## src/hdl/aeli_pkg.sv

```systemverilog
// shared types, codes and defaults of the absorber energy-loss integrator
`timescale 1ns / 1ps
`default_nettype none

package aeli_pkg;

  localparam int unsigned TableDepthDef = 64;
  localparam int unsigned FracBitsDef   = 16;
  localparam int unsigned WordW         = 32;
  localparam int unsigned WideW         = 64;
  localparam int unsigned SaW           = 40;

  localparam logic [1:0] ModeLoad = 2'd0;
  localparam logic [1:0] ModeSlow = 2'd1;
  localparam logic [1:0] ModeRev  = 2'd2;
  localparam logic [1:0] ModeNone = 2'd3;

  localparam logic [1:0] StOk    = 2'd0;
  localparam logic [1:0] StRange = 2'd1;
  localparam logic [1:0] StOrder = 2'd2;
  localparam logic [1:0] StFew   = 2'd3;

  localparam logic CfgEntryCount = 1'b0;
  localparam logic CfgStepTol    = 1'b1;

  typedef enum logic [4:0] {
    OP_NONE, OP_LATCH, OP_LD_WRITE, OP_LD_DIFF, OP_LD_WAIT, OP_LD_STORE,
    OP_EPA_GO, OP_EPA_WAIT, OP_RD_FIRST, OP_RD_LAST, OP_RANGE,
    OP_SCAN_RD, OP_SCAN_CMP, OP_BIN_RD, OP_INTERP, OP_LOSS,
    OP_PROD_HI, OP_PROD_LO, OP_STEP_DIV, OP_STEP_WAIT, OP_SQRT_WAIT,
    OP_STEP_CLAMP, OP_DELTA, OP_APPLY, OP_FINISH
  } dp_op_e;

  typedef struct packed {
    dp_op_e     op;
    logic       fin_zero;
    logic [1:0] fin_status;
  } dp_cmd_t;

  typedef struct packed {
    logic [1:0] mode;
    logic       idx_bad;
    logic       idx_zero;
    logic       few;
    logic       order_broken;
    logic       seg_pos;
    logic       div_done;
    logic       sqrt_done;
    logic       out_range;
    logic       n_gt2;
    logic       scan_more;
    logic       p_zero;
    logic       q_over;
    logic       last_step;
  } dp_stat_t;

endpackage

`default_nettype wire

```

## src/hdl/aeli_ctrl.sv

```systemverilog
// sequencing state machine for table loads and integration steps
`timescale 1ns / 1ps
`default_nettype none

module aeli_ctrl import aeli_pkg::*; (
  input  wire logic     clk_i,
  input  wire logic     rst_ni,
  input  wire logic     start,
  output logic          busy,
  input  wire dp_stat_t stat_i,
  output dp_cmd_t       cmd_o
);

  localparam logic [4:0] S_IDLE       = 5'd0;
  localparam logic [4:0] S_CHECK      = 5'd1;
  localparam logic [4:0] S_LD_WRITE   = 5'd2;
  localparam logic [4:0] S_LD_DIFF    = 5'd3;
  localparam logic [4:0] S_LD_WAIT    = 5'd4;
  localparam logic [4:0] S_LD_STORE   = 5'd5;
  localparam logic [4:0] S_EPA_GO     = 5'd6;
  localparam logic [4:0] S_EPA_WAIT   = 5'd7;
  localparam logic [4:0] S_RD_FIRST   = 5'd8;
  localparam logic [4:0] S_RD_LAST    = 5'd9;
  localparam logic [4:0] S_RANGE      = 5'd10;
  localparam logic [4:0] S_SCAN_RD    = 5'd11;
  localparam logic [4:0] S_SCAN_CMP   = 5'd12;
  localparam logic [4:0] S_BIN_RD     = 5'd13;
  localparam logic [4:0] S_INTERP     = 5'd14;
  localparam logic [4:0] S_LOSS       = 5'd15;
  localparam logic [4:0] S_PROD_HI    = 5'd16;
  localparam logic [4:0] S_PROD_LO    = 5'd17;
  localparam logic [4:0] S_STEP_DIV   = 5'd18;
  localparam logic [4:0] S_STEP_WAIT  = 5'd19;
  localparam logic [4:0] S_SQRT_WAIT  = 5'd20;
  localparam logic [4:0] S_STEP_CLAMP = 5'd21;
  localparam logic [4:0] S_DELTA      = 5'd22;
  localparam logic [4:0] S_APPLY      = 5'd23;
  localparam logic [4:0] S_FINISH     = 5'd24;

  logic [4:0] state_q, state_d;
  logic       zero_q, zero_d;
  logic [1:0] res_q, res_d;
  dp_op_e     op;

  always_comb begin
    state_d = state_q;
    zero_d  = zero_q;
    res_d   = res_q;
    op      = OP_NONE;
    unique case (state_q)
      S_IDLE: begin
        if (start) begin
          op      = OP_LATCH;
          state_d = S_CHECK;
        end
      end
      S_CHECK: begin
        zero_d = 1'b0;
        res_d  = StOk;
        if (stat_i.mode == ModeNone || (stat_i.mode == ModeLoad && stat_i.idx_bad)) begin
          zero_d  = 1'b1;
          state_d = S_FINISH;
        end else if (stat_i.mode == ModeLoad) begin
          state_d = S_LD_WRITE;
        end else if (stat_i.few) begin
          res_d   = StFew;
          state_d = S_FINISH;
        end else if (stat_i.order_broken) begin
          res_d   = StOrder;
          state_d = S_FINISH;
        end else begin
          state_d = S_EPA_GO;
        end
      end
      S_LD_WRITE: begin
        op      = OP_LD_WRITE;
        zero_d  = 1'b1;
        state_d = stat_i.idx_zero ? S_FINISH : S_LD_DIFF;
      end
      S_LD_DIFF: begin
        op      = OP_LD_DIFF;
        state_d = stat_i.seg_pos ? S_LD_WAIT : S_LD_STORE;
      end
      S_LD_WAIT: begin
        op = OP_LD_WAIT;
        if (stat_i.div_done) state_d = S_LD_STORE;
      end
      S_LD_STORE: begin
        op      = OP_LD_STORE;
        state_d = S_FINISH;
      end
      S_EPA_GO: begin
        op      = OP_EPA_GO;
        state_d = S_EPA_WAIT;
      end
      S_EPA_WAIT: begin
        op = OP_EPA_WAIT;
        if (stat_i.div_done) state_d = S_RD_FIRST;
      end
      S_RD_FIRST: begin
        op      = OP_RD_FIRST;
        state_d = S_RD_LAST;
      end
      S_RD_LAST: begin
        op      = OP_RD_LAST;
        state_d = S_RANGE;
      end
      S_RANGE: begin
        op = OP_RANGE;
        if (stat_i.out_range) begin
          res_d   = StRange;
          state_d = S_FINISH;
        end else begin
          state_d = stat_i.n_gt2 ? S_SCAN_RD : S_BIN_RD;
        end
      end
      S_SCAN_RD: begin
        op      = OP_SCAN_RD;
        state_d = S_SCAN_CMP;
      end
      S_SCAN_CMP: begin
        op      = OP_SCAN_CMP;
        state_d = stat_i.scan_more ? S_SCAN_RD : S_BIN_RD;
      end
      S_BIN_RD: begin
        op      = OP_BIN_RD;
        state_d = S_INTERP;
      end
      S_INTERP: begin
        op      = OP_INTERP;
        state_d = S_LOSS;
      end
      S_LOSS: begin
        op      = OP_LOSS;
        state_d = S_PROD_HI;
      end
      S_PROD_HI: begin
        op      = OP_PROD_HI;
        state_d = S_PROD_LO;
      end
      S_PROD_LO: begin
        op      = OP_PROD_LO;
        state_d = S_STEP_DIV;
      end
      S_STEP_DIV: begin
        op      = OP_STEP_DIV;
        state_d = stat_i.p_zero ? S_STEP_CLAMP : S_STEP_WAIT;
      end
      S_STEP_WAIT: begin
        op = OP_STEP_WAIT;
        if (stat_i.div_done) state_d = stat_i.q_over ? S_STEP_CLAMP : S_SQRT_WAIT;
      end
      S_SQRT_WAIT: begin
        op = OP_SQRT_WAIT;
        if (stat_i.sqrt_done) state_d = S_STEP_CLAMP;
      end
      S_STEP_CLAMP: begin
        op      = OP_STEP_CLAMP;
        state_d = S_DELTA;
      end
      S_DELTA: begin
        op      = OP_DELTA;
        state_d = S_APPLY;
      end
      S_APPLY: begin
        op      = OP_APPLY;
        state_d = stat_i.last_step ? S_FINISH : S_EPA_GO;
      end
      S_FINISH: begin
        op      = OP_FINISH;
        state_d = S_IDLE;
      end
      default: state_d = S_IDLE;
    endcase
  end

  always_ff @(posedge clk_i or negedge rst_ni) begin
    if (!rst_ni) begin
      state_q <= S_IDLE;
      zero_q  <= 1'b0;
      res_q   <= StOk;
    end else begin
      state_q <= state_d;
      zero_q  <= zero_d;
      res_q   <= res_d;
    end
  end

  assign busy             = state_q != S_IDLE;
  assign cmd_o.op         = op;
  assign cmd_o.fin_zero   = zero_q;
  assign cmd_o.fin_status = res_q;

endmodule

`default_nettype wire

```

## config.mk

```make
export PLATFORM = sky130hd
export DESIGN_NAME = aeli_ctrl
export DESIGN_NICKNAME = d
export VERILOG_FILES = /design/src/hdl/aeli_pkg.sv /design/src/hdl/aeli_ctrl.sv
export SDC_FILE = /design/constraint.sdc
export NUM_CORES = 1
export LEC_CHECK = 0
export ABC_AREA = 0
export BUFFER_PORTS_ARGS = -buffer_cell sky130_fd_sc_hd__buf_2
export CAP_MARGIN = 20
export CORE_MARGIN = 1
export CORE_UTILIZATION = 42
export DETAILED_ROUTE_END_ITERATION = 16
export PLACE_DENSITY = 0.68
export SLEW_MARGIN = 30
export SYNTH_ARGS = -nofsm -noshare
export SYNTH_HDL_FRONTEND = slang
export SYNTH_SLANG_ARGS = --single-unit
```

## constraint.sdc

```tcl
create_clock -name clk_i -period 4.4 [get_ports clk_i]
set_input_delay 0 -clock clk_i [delete_from_list [all_inputs] [get_ports clk_i]]
set_output_delay 0 -clock clk_i [all_outputs]
set_load 0.01 [all_outputs]
```

; ---- Word-level counts from Yosys, hierarchy flattened
; Index checks and enable logic that the tools add are counted.
; W data, S select, Z words.
[op_classes]
n_eq_ne = 31
n_reduce_logical = 9
mux = 28
[ops]
columns = cell, n
row1 = $pmux W5 S24, 2
row2 = $mux W5, 12
row3 = $eq A5 B5 Y1 const B, 9
row4 = $eq A5 B4 Y1 const B, 8
row5 = $eq A5 B3 Y1 const B, 4
row6 = $ne A2 B2 Y1 const B, 6
row7 = $eq A5 B2 Y1 const B, 2
row8 = $mux W2, 5
row9 = $mux W3, 3
row10 = $eq A5 B1 Y1 const B, 1
row11 = $logic_not A5 Y1, 1
row12 = $reduce_and A5 Y1, 1
row13 = $reduce_bool A5 Y1, 1
row14 = $mux W1, 4
row15 = $pmux W2 S2, 1
row16 = $reduce_bool A2 Y1, 2
row17 = $eq A2 B2 Y1 const B, 1
row18 = $logic_not A2 Y1, 1
row19 = $pmux W1 S2, 1
row20 = $reduce_and A2 Y1, 1
row21 = $logic_and A1 B1 Y1, 1
row22 = $logic_or A1 B1 Y1, 1
[word_totals]
word_cells = 71
register_bits = 8
output_inout_bits = 9

; ---- Longest topological paths before layout
; Gate-level depths: netlist (run 1).
[logic_depth]
ltp_word = 5
mapped_depth = 7
depth_no_buf = 5

; ---- Least setup slack after synthesis (run 1)
; OpenSTA, ideal clock, no wires.
[synth_path]
kind = register to register
startpoint = register state_q[0]
endpoint = register state_q[0]
slack_ps = 2740
stages_incl_launch_ff = 7
setup_time_ps = 125
t_required_ps = 4275
path_buffers = 1
period_less_slack_ps = 1660
t_arrival_ps = 1535
path_cell_list = dfrtp_1 > buf_6 > or3_4 > nor2_2 > o21bai_1 > a21oi_4 > mux2_4
[synth_between]
elab_chain_cells = 3
[synth_rtl]
columns = item, line
row1 = "start, declared", aeli_ctrl.sv:40  ; logic [4:0] state_q, state_d;
row2 = "start signal, assigned", aeli_ctrl.sv:183  ; state_q <= state_d;
row3 = $eq A5 B3 Y1 (tied with other cells), aeli_ctrl.sv:50  ; unique case (state_q)
row4 = $ne A2 B2 Y1 (no line), --
row5 = $reduce_and A5 Y1 (no line), --
; Several ways; a longest one is shown, not always the timed one.
; A chain may end at the register's enable or synchronous reset.

; ---- Worst setup path after layout (run 1)
[layout_path]
startpoint = register state_q[2]
endpoint = register state_q[0]
; The elaborated chain is that of the path after synthesis.

==> results of run 1 <==
-- layout make-up --
class                      instances  area, µm²
tap                               27      33.78
inverter                           4      15.01
clock buffer                       3      22.52
fill                             212      954.7
multi-input combinational         91      595.6
sequential                         8      200.2
timing repair buffer              27      140.1
-- stage by stage --
stage | util | hold slack, ns | power (µW) | cell area (µm²)
4_1_cts | 0.5134 | 0.008286 | 658.7 | 1007
2_1_floorplan | - | -0.2956 | 522.4 | 874.6
3_5_place_dp | 0.4968 | -0.1507 | 599.4 | 974.7
3_3_place_gp | 0.4968 | -0.1504 | 599.5 | 974.7
5_1_grt | 0.5134 | 0.01199 | 722.7 | 1007
6_report | 0.5134 | 0.01492 | 658.9 | 1007
-- cells by family after synthesis --
family | count (synthesis) | synth area share
xor gates and xnor gates | 1 | 0.01002
DFF | 8 | 0.2289
and+or+nand+nor | 47 | 0.2976
buffers and inverters | 14 | 0.09011
AOI/OAI and AO/OA | 40 | 0.3334
muxes | 3 | 0.04005
-- placed cells by master (no fill, tap or decap), types with 2 or more instances in the layout --
| cell | instances |
|---|---|
| sky130_fd_sc_hd__a21boi_0 | 5 |
| sky130_fd_sc_hd__a21oi_1 | 6 |
| sky130_fd_sc_hd__a22oi_1 | 2 |
| sky130_fd_sc_hd__a32oi_1 | 3 |
| sky130_fd_sc_hd__and3_1 | 2 |
| sky130_fd_sc_hd__buf_2 | 26 |
| sky130_fd_sc_hd__clkbuf_4 | 3 |
| sky130_fd_sc_hd__dfrtp_1 | 8 |
| sky130_fd_sc_hd__inv_1 | 4 |
| sky130_fd_sc_hd__mux2i_1 | 2 |
| sky130_fd_sc_hd__nand2_1 | 9 |
| sky130_fd_sc_hd__nand2b_1 | 4 |
| sky130_fd_sc_hd__nand3_1 | 5 |
| sky130_fd_sc_hd__nor2_1 | 6 |
| sky130_fd_sc_hd__nor2b_1 | 4 |
| sky130_fd_sc_hd__nor3_1 | 4 |
| sky130_fd_sc_hd__nor3b_1 | 2 |
| sky130_fd_sc_hd__nor4_1 | 2 |
| sky130_fd_sc_hd__o211ai_1 | 4 |
| sky130_fd_sc_hd__o21ai_0 | 6 |
| sky130_fd_sc_hd__o22ai_1 | 3 |
| sky130_fd_sc_hd__or2_2 | 2 |
-- layer usage --
layer,vias to the layer above,routed length [µm]
met5,-,0
met4,0,45
met3,6,127
met2,40,966
met1,422,1043
li1,464,-
-- cells in the mapped netlist (all sizes together) (2+ instances only) --
master,number,area share
o211ai,4,0.034
nand2b,4,0.029
nor4,2,0.014
nor3b,2,0.017
o22ai,3,0.021
or2,2,0.014
a21oi,7,0.053
nor2,7,0.033
nor3,4,0.023
nand3,5,0.029
dfrtp,8,0.23
clkbuf,2,0.0086
nand2,9,0.039
a21boi,5,0.043
a22oi,2,0.017
buf,8,0.064
a211oi,2,0.023
a32oi,3,0.030
and3,2,0.014
mux2i,2,0.023
nor2b,4,0.029
inv,4,0.017
o21ai,6,0.034
-- worst paths after layout --
check	start	endpoint	slack, ns
setup / recovery	state_q[2]$_DFFE_PN0P_	state_q[0]$_DFFE_PN0P_	2.44
hold / removal	stat_i[10]	res_q[0]$_DFFE_PN0P_	0.01
setup reg to reg	state_q[2]$_DFFE_PN0P_	state_q[0]$_DFFE_PN0P_	2.44
hold reg to reg	zero_q$_DFFE_PN0P_	zero_q$_DFFE_PN0P_	0.51
max in group asynchronous	rst_ni	state_q[0]$_DFFE_PN0P_	4.12
min in group asynchronous	rst_ni	state_q[1]$_DFFE_PN0P_	0.11
-- repair_timing --
| item | CTS | global route |
|---|---|---|
| gates resized for setup | 0 | 0 |
| hold endpoints to repair | 8 | 0 |
| hold buffers | 1 | 0 |
-- flip-flops by register name (all words and copies together), names as in the netlist --
signal	flops
res_q	2
state_q	5
zero_q	1
-- worst max-delay path, cell delays in order, from the launching register on --
cell                      delay, ns
sky130_fd_sc_hd__dfrtp_1       0.60
sky130_fd_sc_hd__inv_1         0.18
sky130_fd_sc_hd__nor4_1        0.29
sky130_fd_sc_hd__o21ai_0       0.18
sky130_fd_sc_hd__a21oi_4       0.27
sky130_fd_sc_hd__mux2_4        0.32
-- report_power, final --
group	switching [µW]	internal [µW]
combinational	190	194
sequential	111	108
clock	24.6	31.2
total	326	333
==> results.json, run 1 <==
{
  "first_pass_grt_wire_length_mm": 3.477,
  "synth.ff_latch_count": 8,
  "slew-limit-headroom": 0.5715,
  "grt_most_used_layer": "met1",
  "final.setup.worst_slack_ns": 2.436,
  "worst_setup_hold_path_clk_slew_ns": 0.05,
  "cts_root_buffer": "sky130_fd_sc_hd__clkbuf_4",
  "yosysUniqueCellTypes": 45,
  "post_synth_edffs": 0,
  "cts_setup_buffers": 0,
  "clock_skew_ns": 0.003390,
  "dr_total_vias": 932,
  "met2_layer_usage_reported_by_global_route": 0.3178,
  "clock_tree.buffer_depth": 2,
  "netlist_instances": 113,
  "timing.critical_path.arrival_ns": 2.10,
  "floorplan.die.width_um": 47.63,
  "power_dens_cells_mw_per_mm2": 654.2,
  "post-route-min-period_ns": 1.964,
  "die_h_um": 47.63,
  "timing.hold.worst.class": "primary input to register",
  "average_wire_per_standard_cell_um": 13.65,
  "cts-htree-levels": 1,
  "finalCritPeriodShare": 0.4464,
  "placeableCoreArea_mm2": 0.001962,
  "ys_seq_area_frac": 0.2289,
  "max-cap-violations": 0,
  "detail_route.wirelength_mm": 2.184,
  "slew_violations": 0,
  "worstMarginPinSlew_ns": 0.6427,
  "r2r_cells": 5,
  "leakagePower_uw": 0.0004252,
  "largest_net_degree_at_the_start_of_global_routing": 25,
  "design.portCount": 27,
  "setup_slack_placement_ns": 2.434,
  "clock_buffer_count_from_cts": 3,
  "outcome": "complete, no violations",
  "postSynth.topFlopCell": "sky130_fd_sc_hd__dfrtp_1",
  "max_freq_mhz": 509.1,
  "clock_insertion_delay_worst_skew_ns": 0.25,
  "synthesis.area_um2": 874.6,
  "finalSetupViolations": 0,
  "aggregate_global_routing_overflow": 0,
  "postSynth.asyncResetShare": 1.000,
  "avgViaCountPerCell": 5.825,
  "antenna_violations_before_repair": 0,
  "vdd_drop_max_uv": 491.3,
  "diodes": 0,
  "final_layout_size_suffix_gt1_frac": 0.2782,
  "critical_path_required_ns": 4.53,
  "final-instance-count-excl-fill": 160,
  "cts_tree": "done",
  "synth_area_per_cell_um2": 7.740,
  "dp_hpwl_mm": 1.647,
  "global_route.usage.met3": 0.02264,
  "via_count_of_the_first_global_routing_pass": 805,
  "fp.dieArea_mm2": 0.002269,
  "first_pass_iters": 4,
  "critical_path_peak_fanout": 15,
  "placed_cells_incl_taps": 156,
  "fraction_of_met1_tracks_used_by_global_routing": 0.3280,
  "worstSetupStartpointType": "register",
  "total_number_of_placement_rows": 16,
  "worst_setup_path_end_kind": "register",
  "synthToLayoutAreaGrowth_pct": 15.16,
  "remaining_drc_errors": 0,
  "gr-usage-all-layers": 0.2170,
  "start_util": 0.4458,
  "clock_sink_count": 8,
  "timing.setup.tns_ns": 0,
  "postRouteAntennaNets": 0,
  "criticalPathCategory": "register to register",
  "layout.nets": 153,
  "timing.final.hold_violations": 0,
  "port-buffer-count": 26,
  "min_path_cells": 3,
  "place_congestion": 0.8827,
  "ys_warn_count": 0,
  "synth_net_count": 131,
  "detail_route.iter0.violations": 41,
  "grt_setup_unrepaired": "false"
}
Note: power is estimated with default switching activity, not from simulation.
==> run 2: changes to the inputs <==
--- a/config.mk
+++ b/config.mk
@@ -11,7 +11,7 @@
 export CORE_MARGIN = 1
 export CORE_UTILIZATION = 42
 export DETAILED_ROUTE_END_ITERATION = 16
-export PLACE_DENSITY = 0.68
+export PLACE_DENSITY = 0.7
 export SLEW_MARGIN = 30
 export SYNTH_ARGS = -nofsm -noshare
 export SYNTH_HDL_FRONTEND = slang
==> constraint.sdc (replaced) <==
create_clock -name clk_i -period 1.7 [get_ports clk_i]
set_input_delay 0 -clock clk_i [delete_from_list [all_inputs] [get_ports clk_i]]
set_output_delay 0 -clock clk_i [all_outputs]
set_load 0.01 [all_outputs]
==> run 2 against run 1 <==
  * Sequential power grew 94%
  * Via count grew 13%
  * Sequential cell count is the same
  * Die area is the same
  * Register-to-register slack lost 2.4 ns
  * Critical path type unchanged
  * Clock skew grew 0.0032 ns
  * Largest power group unchanged
  * Routed wire length grew 22%
  * Clock-buffer cell count is the same
  * Sequential share of layout area shrank 3.1 points
  * Hold slack gained 0.0042 ns
  * Setup slack lost 2.4 ns
==> results.json, run 2 (same netlist as run 1, synthesis figures left out) <==
{
  "outcome": "complete, no violations",
  "max_freq_mhz": 603.4,
  "nFillCells": 196,
  "diodes": 0,
  "floorplan.die.width_um": 47.63,
  "antenna_violations_before_repair": 0,
  "design.portCount": 27,
  "layout.nets": 175,
  "start_util": 0.4458,
  "clock_buffer_count_from_cts": 3,
  "cts_tree": "done",
  "worstSetupStartpointType": "register",
  "finalCoreUtilization": 0.6148,
  "placeableCoreArea_mm2": 0.001962,
  "slew-limit-headroom": 0.7019,
  "cp_slowest_stage_delay_ns": 0.54,
  "layout.cells.most_common_list": "26 x sky130_fd_sc_hd__buf_2, 22 x sky130_fd_sc_hd__buf_4, 9 x sky130_fd_sc_hd__nand2_1",
  "final_layout_size_suffix_gt1_frac": 0.4258,
  "cts_setup_buffers": 0,
  "critical_path.cell_chain": "buf_4, o21ai_0, a22oi_1, o211ai_1, a211o_1",
  "aggregate_global_routing_overflow": 0,
  "max-cap-violations": 0,
  "clock_insertion_delay_worst_skew_ns": 0.26,
  "synthToLayoutAreaGrowth_pct": 37.91,
  "timing.critical_path.arrival_ns": 1.80,
  "fin_total_pwr_uw": 2159,
  "die_h_um": 47.63,
  "final.setup.worst_slack_ns": 0.04260,
  "crit_buf_inv": 1,
  "total_number_of_placement_rows": 16,
  "clock_sink_count": 8,
  "finalSetupViolations": 0,
  "dp_hpwl_mm": 2.068,
  "criticalPathCategory": "register to register",
  "leading_registers_by_flop_count": "state_q: 5 flops, res_q: 2 flops, zero_q: 1 flops",
  "timing.final.hold_violations": 0,
  "worst_path_dominant_cell_family": "compound AO/OA/AOI/OAI gates",
  "largest_register_ff_count": 5,
  "average_wire_per_standard_cell_um": 14.68,
  "place_congestion": 0.8774,
  "first_pass_iters": 5,
  "gr-usage-all-layers": 0.2298,
  "vdd_drop_max_uv": 896.5,
  "leading_cell_type_in_the_layout_fill_and_taps_excluded": "sky130_fd_sc_hd__buf_2",
  "clock_skew_ns": 0.006635,
  "postRouteAntennaNets": 0,
  "detail_route.iter0.violations": 45,
  "worst_setup_path_end_kind": "register",
  "worstMarginPinSlew_ns": 0.4409,
  "timing.hold.worst.class": "primary input to register",
  "remaining_drc_errors": 0,
  "slew_violations": 0,
  "dr_total_vias": 1051,
  "critical_path_peak_fanout": 10,
  "port-buffer-count": 26,
  "power_dens_cells_mw_per_mm2": 1790,
  "cts_root_buffer": "sky130_fd_sc_hd__clkbuf_4",
  "via_count_of_the_first_global_routing_pass": 842,
  "largest_register": "state_q",
  "largest_net_degree_at_the_start_of_global_routing": 11,
  "setup_slack_placement_ns": 0.03125,
  "post-route-min-period_ns": 1.657,
  "critical_path_required_ns": 1.84,
  "crit_slowest_cell": "sky130_fd_sc_hd__dfrtp_1",
  "cts-htree-levels": 1,
  "finalCritPeriodShare": 0.9749,
  "clock_tree.buffer_depth": 2,
  "worst_setup_hold_path_clk_slew_ns": 0.06,
  "leakagePower_uw": 0.0005359,
  "detail_route.wirelength_mm": 2.671,
  "avgViaCountPerCell": 5.775,
  "fp.dieArea_mm2": 0.002269,
  "first_pass_grt_wire_length_mm": 3.608
}
run 2: cell types whose count changed in the layout (fill, tap and decap cells not counted), sizes merged:
cell,delta
buf,+22
run 2: worst paths after layout:
| path | start | end | slack (ns) | cells past startpoint |
|---|---|---|---|---|
| worst max-delay path | state_q[3]$_DFFE_PN0P_ | state_q[1]$_DFFE_PN0P_ | 0.04 | 5 |
| worst min-delay path | stat_i[10] | res_q[0]$_DFFE_PN0P_ | 0.02 | 3 |
| worst max register to register | state_q[3]$_DFFE_PN0P_ | state_q[1]$_DFFE_PN0P_ | 0.04 | 5 |
| worst min register to register | zero_q$_DFFE_PN0P_ | zero_q$_DFFE_PN0P_ | 0.50 | 2 |
| max in group asynchronous | rst_ni | state_q[1]$_DFFE_PN0P_ | 1.40 | 2 |
| min in group asynchronous | rst_ni | zero_q$_DFFE_PN0P_ | 0.11 | 2 |
run 2: final cells by class:
cell class	instances	area (µm²)	share of cell area
Clock buffer	3	22.52	0.01867
Multi-Input combinational cell	91	626.9	0.5197
Timing Repair Buffer	49	305.3	0.2531
Sequential cell	8	202.7	0.1680
Tap cell	27	33.78	0.02801
Inverter	4	15.01	0.01245
run 2: worst min-delay path: stages:
cell	delay, ns
sky130_fd_sc_hd__buf_2	0.11
sky130_fd_sc_hd__nand2_1	0.05
sky130_fd_sc_hd__mux2i_1	0.06
run 2: through the flow:
step           hold slack, ns  instances  instance area [µm²]  setup TNS (ns)
6_report              0.01914        182                 1206               0
3_3_place_gp          -0.1425        178                 1140               0
2_1_floorplan         -0.2956        113                874.6               0
3_5_place_dp          -0.1428        178                 1140               0
5_1_grt               0.02835        182                 1206        -0.05144
4_1_cts               0.01447        182                 1172               0
run 2: routing by layer:
metal,vias to the layer above,global-route usage,wire (µm),share of wire
li1,507,-,-,-
met1,476,0.3018,1106,0.41
met2,62,0.3890,1344,0.50
met3,6,0.02642,176,0.066
met4,0,0.08333,44,0.016
met5,-,0,0,0
run 2: report_power, final:
group / internal [µW] / total (µW) / switching (µW)
combinational: 805 / 1580 / 779
sequential: 287 / 422 / 135
clock: 81.2 / 152 / 70.9
total: 1170 / 2160 / 985
run 2: repair_timing:
item / 4_1_cts / 5_1_grt
hold endpoints to repair: 8 / 0
hold buffers: 1 / 0
endpoints found under the setup margin: 0 / 3
gates resized for setup: 0 / 10
==> run 3: changes to the inputs <==
--- a/config.mk
+++ b/config.mk
@@ -12,6 +12,7 @@
 export CORE_UTILIZATION = 42
 export DETAILED_ROUTE_END_ITERATION = 16
 export PLACE_DENSITY = 0.7
+export SETUP_SLACK_MARGIN = 0.05
 export SLEW_MARGIN = 30
 export SYNTH_ARGS = -nofsm -noshare
 export SYNTH_HDL_FRONTEND = slang
==> run 3 against run 2 <==
  * Routed wire length increased by 3.7%
  * Clock skew increased by 0.0051 ns
  * Final area grew 2.6%
  * Cell count grew 1.1%
  * Critical path depth unchanged
  * Sequential share of layout area decreased by 0.22 points
  * Highest routed layer unchanged
==> results.json, run 3 (same netlist as run 1, synthesis figures left out) <==
{
  "aggregate_global_routing_overflow": 0,
  "slew_violations": 0,
  "total_number_of_placement_rows": 16,
  "worst_setup_path_end_kind": "register",
  "design.portCount": 27,
  "critical_path_peak_fanout": 5,
  "postPlaceCellArea_mm2": 0.001125,
  "power_dens_cells_mw_per_mm2": 1769,
  "first_pass_iters": 4,
  "clock_tree.buffer_depth": 2,
  "crit_slowest_cell": "sky130_fd_sc_hd__dfrtp_2",
  "clock_insertion_delay_worst_skew_ns": 0.27,
  "remaining_drc_errors": 0,
  "place_congestion": 0.9251,
  "port-buffer-count": 26,
  "timing.final.hold_violations": 0,
  "critical_path_required_ns": 1.85,
  "cts_tree": "done",
  "criticalPathCategory": "register to register",
  "first_pass_grt_wire_length_mm": 4.098,
  "dr_total_vias": 1065,
  "finalSetupViolations": 0,
  "cp_slowest_stage_delay_ns": 0.44,
  "post-route-min-period_ns": 1.664,
  "worst_path_dominant_cell_family": "simple AND/OR/NAND/NOR gates",
  "crit_buf_inv": 0,
  "largest_net_degree_at_the_start_of_global_routing": 12,
  "leading_cell_type_in_the_layout_fill_and_taps_excluded": "sky130_fd_sc_hd__buf_2",
  "average_wire_per_standard_cell_um": 15.05,
  "critical_path.cell_chain": "or3_4, nor2_4, o21bai_2, a21oi_4, mux2_4",
  "worstMarginPinSlew_ns": 0.3618,
  "vdd_drop_max_uv": 1134,
  "cts-htree-levels": 1,
  "via_count_of_the_first_global_routing_pass": 967,
  "final-instance-count-excl-fill": 184,
  "leakagePower_uw": 0.0005464,
  "finalCritPeriodShare": 0.9786,
  "max_freq_mhz": 601.1,
  "final_layout_size_suffix_gt1_frac": 0.4586,
  "synthToLayoutAreaGrowth_pct": 41.49,
  "slew-limit-headroom": 0.7581,
  "fp.dieArea_mm2": 0.002269,
  "detail_route.iter0.violations": 42,
  "outcome": "complete, no violations",
  "worst-r2r-setup-slack_ns": 0.04,
  "finalCoreUtilization": 0.6307,
  "detail_route.wirelength_mm": 2.770,
  "clock_sink_count": 8,
  "clock_buffer_count_from_cts": 3,
  "fin_total_pwr_uw": 2189,
  "final_design_area_no_fill_mm2": 0.001237,
  "placeableCoreArea_mm2": 0.001962,
  "layout.nets": 177,
  "layout.cells.most_common_list": "26 x sky130_fd_sc_hd__buf_2, 23 x sky130_fd_sc_hd__buf_4, 9 x sky130_fd_sc_hd__nand2_1, 6 x sky130_fd_sc_hd__a21oi_1",
  "timing.critical_path.arrival_ns": 1.82,
  "start_util": 0.4458,
  "antenna_violations_before_repair": 0,
  "cts_root_buffer": "sky130_fd_sc_hd__clkbuf_4",
  "grt_setup_unrepaired": "true",
  "avgViaCountPerCell": 5.788,
  "dp_hpwl_mm": 2.108,
  "floorplan.die.width_um": 47.63,
  "worst_setup_hold_path_clk_slew_ns": 0.06,
  "diodes": 0,
  "final.setup.worst_slack_ns": 0.03646,
  "die_h_um": 47.63,
  "gr-usage-all-layers": 0.2572,
  "largest_register": "state_q",
  "leading_registers_by_flop_count": "state_q: 5 flops, res_q: 2 flops, zero_q: 1 flops",
  "clock_skew_ns": 0.01177,
  "placed_cells_incl_taps": 176,
  "largest_register_ff_count": 5,
  "postRouteAntennaNets": 0,
  "worstSetupStartpointType": "register",
  "max-cap-violations": 0,
  "timing.hold.worst.class": "primary input to register",
  "setup_slack_placement_ns": -0.03208
}
==> run 3: worst register-to-register path: stages, from the launching register on <==
cell	delay (ns)
sky130_fd_sc_hd__dfrtp_2	0.44
sky130_fd_sc_hd__or3_4	0.41
sky130_fd_sc_hd__nor2_4	0.09
sky130_fd_sc_hd__o21bai_2	0.09
sky130_fd_sc_hd__a21oi_4	0.21
sky130_fd_sc_hd__mux2_4	0.32
==> run 3: final timing paths <==
| check | depth (start not counted) | start | end |
|---|---|---|---|
| setup / recovery | 5 | state_q[2]$_DFFE_PN0P_ | state_q[0]$_DFFE_PN0P_ |
| hold / removal | 3 | stat_i[10] | res_q[0]$_DFFE_PN0P_ |
| setup reg to reg | 5 | state_q[2]$_DFFE_PN0P_ | state_q[0]$_DFFE_PN0P_ |
| hold reg to reg | 2 | zero_q$_DFFE_PN0P_ | zero_q$_DFFE_PN0P_ |
| max in group asynchronous | 2 | rst_ni | state_q[4]$_DFFE_PN0P_ |
| min in group asynchronous | 2 | rst_ni | res_q[1]$_DFFE_PN0P_ |
==> run 3: power by group <==
part           total (µW)  internal, µW  switching (µW)
Combinational        1600           823             779
Sequential            432           291             141
Clock                 155          81.4            73.4
==> run 3: through the flow <==
| stage | hold slack [ns] | TNS (ns) |
|---|---|---|
| 4_1_cts | 0.02395 | 0 |
| 2_1_floorplan | -0.2956 | 0 |
| 5_1_grt | 0.04500 | -0.03569 |
| 3_5_place_dp | -0.1402 | -0.03208 |
| 6_report | 0.02663 | 0 |
| 3_3_place_gp | -0.1434 | 0 |
==> run 3: repair_timing <==
action                                  4_1_cts  5_1_grt
hold buffers                                  1        0
gates resized for setup                       6       10
endpoints found under the setup margin        3        6
setup buffers                                 3        1
pin swaps                                     1        2
endpoints found under the hold margin         8        0
==> run 3: cell type report <==
cell class	instances	area [µm²]
clock buffers	3	22.52
fillers	193	724.4
well taps	27	33.78
multi-input cells	91	636.9
repair buffers	51	324.1
inverters	4	15.01
flip-flops and latches	8	205.2
==> run 3: layer usage <==
metal / vias up / part of all wire / track usage
met2: 46 / 0.50 / 0.4466
met4: 0 / 0.014 / 0.07222
met1: 499 / 0.42 / 0.3158
li1: 509 / - / -
met3: 11 / 0.068 / 0.06415
met5: - / 0 / 0
